### src/hdl/wsd_pkg.sv
// Shared types and constants for the WebSocket client frame deframer.
// No dependencies; imported by the parser, output stage, top level, checker and testbench.
package wsd_pkg;

  localparam int unsigned CapW = 25;

  localparam logic [CapW-1:0] CAP_RESET = 25'd16777216;

  localparam logic [1:0] ERR_NONE     = 2'd0;
  localparam logic [1:0] ERR_UNMASKED = 2'd1;
  localparam logic [1:0] ERR_TOO_LONG = 2'd2;

  localparam logic [6:0] LEN7_EXT16 = 7'd126;
  localparam logic [6:0] LEN7_EXT64 = 7'd127;

  // One result word from the parser to the output register
  typedef struct packed {
    logic       vld;
    logic [7:0] payload_byte;
    logic       has_byte;
    logic       frame_end;
    logic [3:0] frame_opcode;
    logic       final_fragment;
    logic [1:0] error_code;
  } wsd_result_t;

endpackage

### src/hdl/wsd_parser.sv
// Frame header / key / payload sequencer of the deframer.
// Depends on wsd_pkg; produces at most one result word per accepted byte.
module wsd_parser (
  input  logic                      clk,
  input  logic                      rst_n,
  input  logic                      accept,
  input  logic [7:0]                stream_byte,
  input  logic [wsd_pkg::CapW-1:0]  cap,
  output wsd_pkg::wsd_result_t      res
);
  import wsd_pkg::*;

  localparam logic [2:0] PH_HDR0    = 3'd0;
  localparam logic [2:0] PH_HDR1    = 3'd1;
  localparam logic [2:0] PH_EXTLEN  = 3'd2;
  localparam logic [2:0] PH_KEY     = 3'd3;
  localparam logic [2:0] PH_PAYLOAD = 3'd4;
  localparam logic [2:0] PH_HALTED  = 3'd5;

  logic [2:0]      phase_r, phase_nxt;
  logic [2:0]      left_r, left_nxt;
  logic [CapW-1:0] len_r, len_nxt;
  logic            len_hi_r, len_hi_nxt;
  logic [31:0]     key_r, key_nxt;
  logic [3:0]      opcode_r, opcode_nxt;
  logic            fin_r, fin_nxt;

  logic [CapW-1:0] len_shift;
  logic            len_hi_shift;

  // Shift one extended-length byte in; remember any bits pushed out the top
  assign len_shift    = {len_r[CapW-9:0], stream_byte};
  assign len_hi_shift = len_hi_r | (|len_r[CapW-1:CapW-8]);

  // Next state and result for the byte on the input
  always_comb begin
    phase_nxt  = phase_r;
    left_nxt   = left_r;
    len_nxt    = len_r;
    len_hi_nxt = len_hi_r;
    key_nxt    = key_r;
    opcode_nxt = opcode_r;
    fin_nxt    = fin_r;

    res                = '0;
    res.frame_opcode   = opcode_r;
    res.final_fragment = fin_r;

    case (phase_r)
      PH_HDR0: begin
        fin_nxt    = stream_byte[7];
        opcode_nxt = stream_byte[3:0];
        phase_nxt  = PH_HDR1;
      end
      PH_HDR1: begin
        len_hi_nxt = 1'b0;
        if (!stream_byte[7]) begin
          res.vld        = 1'b1;
          res.error_code = ERR_UNMASKED;
          phase_nxt      = PH_HALTED;
        end else if (stream_byte[6:0] == LEN7_EXT16) begin
          len_nxt   = '0;
          left_nxt  = 3'd1;
          phase_nxt = PH_EXTLEN;
        end else if (stream_byte[6:0] == LEN7_EXT64) begin
          len_nxt   = '0;
          left_nxt  = 3'd7;
          phase_nxt = PH_EXTLEN;
        end else begin
          len_nxt = {{(CapW-7){1'b0}}, stream_byte[6:0]};
          if ({{(CapW-7){1'b0}}, stream_byte[6:0]} > cap) begin
            res.vld        = 1'b1;
            res.error_code = ERR_TOO_LONG;
            phase_nxt      = PH_HALTED;
          end else begin
            left_nxt  = 3'd3;
            phase_nxt = PH_KEY;
          end
        end
      end
      PH_EXTLEN: begin
        len_nxt    = len_shift;
        len_hi_nxt = len_hi_shift;
        if (left_r == 3'd0) begin
          if (len_hi_shift || (len_shift > cap)) begin
            res.vld        = 1'b1;
            res.error_code = ERR_TOO_LONG;
            phase_nxt      = PH_HALTED;
          end else begin
            left_nxt  = 3'd3;
            phase_nxt = PH_KEY;
          end
        end else begin
          left_nxt = left_r - 3'd1;
        end
      end
      PH_KEY: begin
        key_nxt = {key_r[23:0], stream_byte};
        if (left_r != 3'd0) begin
          left_nxt = left_r - 3'd1;
        end else if (len_r == '0) begin
          // Empty frame: one marker word
          res.vld       = 1'b1;
          res.frame_end = 1'b1;
          phase_nxt     = PH_HDR0;
        end else begin
          phase_nxt = PH_PAYLOAD;
        end
      end
      PH_PAYLOAD: begin
        // Unmask with the leading key byte, then rotate the key and count down
        res.vld          = 1'b1;
        res.has_byte     = 1'b1;
        res.payload_byte = stream_byte ^ key_r[31:24];
        res.frame_end    = (len_r == {{(CapW-1){1'b0}}, 1'b1});
        key_nxt          = {key_r[23:0], key_r[31:24]};
        len_nxt          = len_r - {{(CapW-1){1'b0}}, 1'b1};
        if (res.frame_end) begin
          phase_nxt = PH_HDR0;
        end
      end
      PH_HALTED: begin
        // Drop every byte until reset
      end
      default: begin
        phase_nxt = PH_HALTED;
      end
    endcase

    if (!accept) begin
      res.vld = 1'b0;
    end
  end

  // Control state
  always_ff @(posedge clk) begin
    if (!rst_n) begin
      phase_r <= PH_HDR0;
      left_r  <= 3'd0;
    end else if (accept) begin
      phase_r <= phase_nxt;
      left_r  <= left_nxt;
    end
  end

  // Frame context
  always_ff @(posedge clk) begin
    if (accept) begin
      len_r    <= len_nxt;
      len_hi_r <= len_hi_nxt;
      key_r    <= key_nxt;
      opcode_r <= opcode_nxt;
      fin_r    <= fin_nxt;
    end
  end

endmodule

### src/hdl/wsd_out_reg.sv
// Result register of the deframer: holds one word while the receiver stalls.
// Depends on wsd_pkg for the result word type.
module wsd_out_reg (
  input  logic                  clk,
  input  logic                  rst_n,
  input  wsd_pkg::wsd_result_t  res,
  input  logic                  out_stall,
  output logic                  full_stalled,
  output logic                  out_valid,
  output wsd_pkg::wsd_result_t  out_word
);
  import wsd_pkg::*;

  logic        valid_r, valid_nxt;
  wsd_result_t word_r;

  // Hold while stalled, else take whatever the parser produced this cycle
  assign full_stalled = valid_r & out_stall;
  assign valid_nxt    = full_stalled | res.vld;

  always_ff @(posedge clk) begin
    if (!rst_n) begin
      valid_r <= 1'b0;
    end else begin
      valid_r <= valid_nxt;
    end
  end

  always_ff @(posedge clk) begin
    if (!full_stalled && res.vld) begin
      word_r <= res;
    end
  end

  assign out_valid = valid_r;
  assign out_word  = word_r;

endmodule

### src/hdl/websocket_client_frame_deframer.sv
// Top level of the WebSocket client-to-server frame deframer.
// Depends on wsd_pkg, wsd_parser and wsd_out_reg.
//
// Usage:
//   Input channel (in_valid / in_stall / in_stream_byte) carries the raw
//   client stream, one byte per word. Output channel (out_valid / out_stall
//   and the out_ fields) carries at most one result word per input byte:
//   an unmasked payload byte, an empty-frame marker, or an error word.
//   The cfg_ write channel sets the 25-bit payload length cap; cfg_ready is
//   always high. The user must write the cap only while the block is idle;
//   the block does not enforce it. A result word is registered and appears
//   on the output in the cycle after its byte is accepted. Throughput: one
//   byte per cycle unless stalled, set by the single header/key/payload
//   sequencer that updates its state every byte. The result register lets a
//   new byte in while the previous word is being taken; in_stall rises only
//   when that register is full and the receiver stalls; the held word stays
//   unchanged. After an error word the block drops every byte until reset.
//   Reset (rst_n low, synchronous) returns the parser to the first header
//   byte, empties the result register and restores the cap to 16 MiB.
module websocket_client_frame_deframer (
  input  logic                     clk,
  input  logic                     rst_n,
  input  logic                     in_valid,
  output logic                     in_stall,
  input  logic [7:0]               in_stream_byte,
  output logic                     out_valid,
  input  logic                     out_stall,
  output logic [7:0]               out_payload_byte,
  output logic                     out_has_byte,
  output logic                     out_frame_end,
  output logic [3:0]               out_frame_opcode,
  output logic                     out_final_fragment,
  output logic [1:0]               out_error_code,
  input  logic                     cfg_valid,
  output logic                     cfg_ready,
  input  logic [wsd_pkg::CapW-1:0] cfg_data
);
  import wsd_pkg::*;

  logic            accept;
  logic            full_stalled;
  logic [CapW-1:0] cap_r;
  wsd_result_t     res;
  wsd_result_t     out_word;

  // Length cap register
  assign cfg_ready = 1'b1;

  always_ff @(posedge clk) begin
    if (!rst_n) begin
      cap_r <= CAP_RESET;
    end else if (cfg_valid && cfg_ready) begin
      cap_r <= cfg_data;
    end
  end

  // Take a byte whenever the result register can accept a word
  assign in_stall = full_stalled;
  assign accept   = in_valid & ~full_stalled;

  wsd_parser u_parser (
    .clk         (clk),
    .rst_n       (rst_n),
    .accept      (accept),
    .stream_byte (in_stream_byte),
    .cap         (cap_r),
    .res         (res)
  );

  wsd_out_reg u_out_reg (
    .clk          (clk),
    .rst_n        (rst_n),
    .res          (res),
    .out_stall    (out_stall),
    .full_stalled (full_stalled),
    .out_valid    (out_valid),
    .out_word     (out_word)
  );

  assign out_payload_byte   = out_word.payload_byte;
  assign out_has_byte       = out_word.has_byte;
  assign out_frame_end      = out_word.frame_end;
  assign out_frame_opcode   = out_word.frame_opcode;
  assign out_final_fragment = out_word.final_fragment;
  assign out_error_code     = out_word.error_code;

endmodule

### config.mk
export PLATFORM = sky130hd
export DESIGN_NAME = websocket_client_frame_deframer
export DESIGN_NICKNAME = d
export VERILOG_FILES = /design/src/hdl/wsd_pkg.sv /design/src/hdl/wsd_parser.sv /design/src/hdl/wsd_out_reg.sv /design/src/hdl/websocket_client_frame_deframer.sv
export SDC_FILE = /design/constraint.sdc
export NUM_CORES = 1
export LEC_CHECK = 0
export BUFFER_PORTS_ARGS = -buffer_cell sky130_fd_sc_hd__buf_2
export CORE_ASPECT_RATIO = 1.25
export CORE_MARGIN = 4
export CORE_UTILIZATION = 45
export CTS_BUF_LIST = sky130_fd_sc_hd__clkbuf_16
export CTS_CLUSTER_DIAMETER = 60
export CTS_CLUSTER_SIZE = 25
export DETAILED_ROUTE_END_ITERATION = 8
export PLACE_DENSITY = 0.66
export SLEW_MARGIN = 0
export SYNTH_ARGS = -nofsm -noshare
export SYNTH_HDL_FRONTEND = slang
export SYNTH_HIERARCHICAL = 1
export SYNTH_SLANG_ARGS = --single-unit
export TNS_END_PERCENT = 100
### constraint.sdc
create_clock -name clk -period 3.8 [get_ports clk]
set_input_delay 0.38 -clock clk [delete_from_list [all_inputs] [get_ports clk]]
set_output_delay 0.38 -clock clk [all_outputs]
set_load 0.1 [all_outputs]
==> results.md <==
* WHS Path Cells at 3
* Grt total ovfl at 0
* Final setup TNS at 0 ns
* Starting density of the core at 0.461
* Initial antenna violation count at 0
* Gr usage total at 0.170
* H-tree Lvls at 3
* # Post-CTS Setup Buffers at 0
* Placed inst area at 0.00605 sq mm
* FF+latch area at 0.00304 sq mm
* Min cycle time layout at 3.40 ns
* Nets at 645
* Crit-path slowest cell: or4_4
* FILL cells at 1109
* Hold Path Sink: cap_r[24]
* First-pass GRT wire length at 19.4 mm
* Final setup viols at 0
* Unrepaired setup endpoints after global routing: false
* Hold Startpoint: cfg_data[24]
* Mapped Nets at 589
* Clock Tree Buf Depth at 2
* Pwr/cell area at 416 mW/mm^2
* Required time of the worst setup path at 3.84 ns
* Critical path data arrival time at 3.43 ns
* Die W at 108 um
* Vias in the first global route at 3846
* Post-DP HPWL at 8.68 mm
* Fmax at 0.294 GHz
* Die H at 133 um
* Share of layout cells above drive strength 1 at 0.149
* Vias per inst at 5.35
* CP bufs+invs at 1
* Average routed wire per standard cell at 15.8 um
* R2R depth at 9
* Flop-to-flop setup slack at 0.40 ns
* Placer Congestion at 0.876
* Routed via count at 3994
* Crit-path cells: or4_4, or4_4, or4b_1, nor2_1, nand3_1, nand3_1, o22a_1, nor2b_1, buf_4
* Largest net degree at the start of global routing at 42
* Slew @ Worst Pin at 1.17 ns
* Syn. warnings at 6
* Multi-input gate area at 0.00234 sq mm
* Critical path startpoint category: flop
* CP Max Fanout at 17
* # DRC at 0
* Layout area overhead at 12.6%
* Syn_area_per_cell at 10.8 sq um
* Worst-path clk slew at 0.07 ns
* Fin. max-slew vios at 0
* # hold bufs at CTS at 0
* Reg2reg end: u_out_reg/out_word[1]
* Post-Synthesis Cell Area at 0.00563 sq mm
* CP peak stage delay at 0.59 ns
* Post-DRT Antenna Nets at 0
* Post-Synthesis Cells at 522
* PostCTS Resize Cnt at 0
* CP Capture Type: flop
* Number of buffers created by CTS at 9
* Final wirelength at 11.8 mm
* Final Instance Area at 0.00634 sq mm
* LEAKAGE at 2.40 nW
* Clk sinks at 112
* Setup CP Type: reg -> reg
* Max VDD drop at 0.316 mV
* Row count at 45
* Final Hold Fails at 0
* CP delay by family, top: simple AND/OR/NAND/NOR gates
* DRT iter0 DRCs at 222
* Run status: complete, no violations
* Core box area at 0.0122 sq mm
* Worst R2R Start: u_parser/len_r[11]
* Root Buffer: clkbuf_16
* Die ar. at 0.0144 sq mm
* Clock skew at 0.0101 ns
* CTS tree: built
* Min-delay worst type: in -> reg
* Port bufs at 56
* TritonRoute pass-1 iters at 5
* Ports at 58
* Final Cycle Share at 0.894
* Max Cap Viol at 0
* Ant. Diodes at 0
* Max-slew headroom at 0.221
* Worst-Skew Late Latency at 0.34 ns
[flip-flops by register name, summed over array words and instances, names as in the netlist]
| signal | flops |
|---|---|
| u_parser/phase_r | 3 |
| cap_r | 25 |
| u_parser/fin_r | 1 |
| u_parser/len_hi_r | 1 |
| u_out_reg/out_valid | 1 |
| u_parser/opcode_r | 4 |
| u_parser/left_r | 3 |
| u_parser/len_r | 25 |
| u_out_reg/out_word | 17 |
| u_parser/key_r | 32 |
[layer usage]
layer | up-vias | global-route usage | part of all wire | routed length [um]
li1 | 1969 | - | - | -
met1 | 1905 | 0.240 | 0.47 | 5490
met2 | 103 | 0.268 | 0.48 | 5610
met3 | 17 | 0.0234 | 0.039 | 465
met4 | 0 | 0.0589 | 0.019 | 221
met5 | - | 0 | 0 | 0
[area by class of cell]
class | instances | share of cell area
clock buffer | 9 | 0.0355
clock inverter | 7 | 0.0105
inverter | 36 | 0.0213
multi-input combinational | 357 | 0.369
sequential | 112 | 0.480
tap | 164 | 0.0324
timing repair buffer | 62 | 0.0513
[cells in the final DEF (no fill, tap or decap), drive strengths merged, types with 3 or more instances in the layout]
cell / n
dfxtp: 32
or4: 3
nor2: 32
clkinv: 4
nor2b: 28
nand2b: 3
nand3: 8
a21oi: 22
o21ai: 32
xor2: 5
xnor2: 24
nand4: 6
o22ai: 4
nor3: 13
edfxtp: 80
buf: 62
a21o: 3
clkbuf: 9
mux2i: 26
nand2: 70
ha: 29
o21a: 5
nor4: 12
inv: 39
[through the flow]
| stage | total power, mW | worst slack, ns | util | std cells | hold WS, ns |
|---|---|---|---|---|---|
| floorplan | 1.67 | 0.0934 | - | 522 | 0.400 |
| global placement | 1.75 | 0.523 | 0.495 | 731 | 0.401 |
| detailed placement | 1.77 | 0.464 | 0.495 | 731 | 0.405 |
| CTS | 2.67 | 0.428 | 0.519 | 747 | 0.247 |
| global route | 2.76 | 0.293 | 0.519 | 747 | 0.259 |
| finish | 2.64 | 0.404 | 0.519 | 747 | 0.259 |
[worst register-to-register path: stages (launching register included)]
cell      delay (ns)
edfxtp_1        0.48
or4_4           0.59
or4_4           0.45
or4b_1          0.56
nor2_1          0.21
nand3_1         0.11
nand3_1         0.11
o22a_1          0.17
nor2b_1         0.15
buf_4           0.25
[power breakdown]
| part | switching (mW) | internal (mW) | total [mW] |
|---|---|---|---|
| combinational | 0.205 | 0.115 | 0.321 |
| sequential | 0.0471 | 1.37 | 1.42 |
| clock | 0.443 | 0.459 | 0.902 |
| total | 0.695 | 1.94 | 2.64 |
[worst max path at each step]
stage | startpoint | to | slack [ns] | depth (start not counted)
2_1_floorplan | u_out_reg/out_valid | u_out_reg/out_word[0] | 0.09 | 5
3_3_place_gp | u_parser/len_r[9] | u_out_reg/out_word[11] | 0.52 | 9
3_5_place_dp | u_parser/len_r[9] | u_out_reg/out_word[11] | 0.46 | 9
4_1_cts | u_parser/len_r[9] | u_out_reg/out_word[1] | 0.43 | 9
5_1_grt | u_parser/len_r[11] | u_out_reg/out_word[1] | 0.29 | 9
6_report | u_parser/len_r[11] | u_out_reg/out_word[1] | 0.40 | 9
Power figures use the tool's default switching activity.
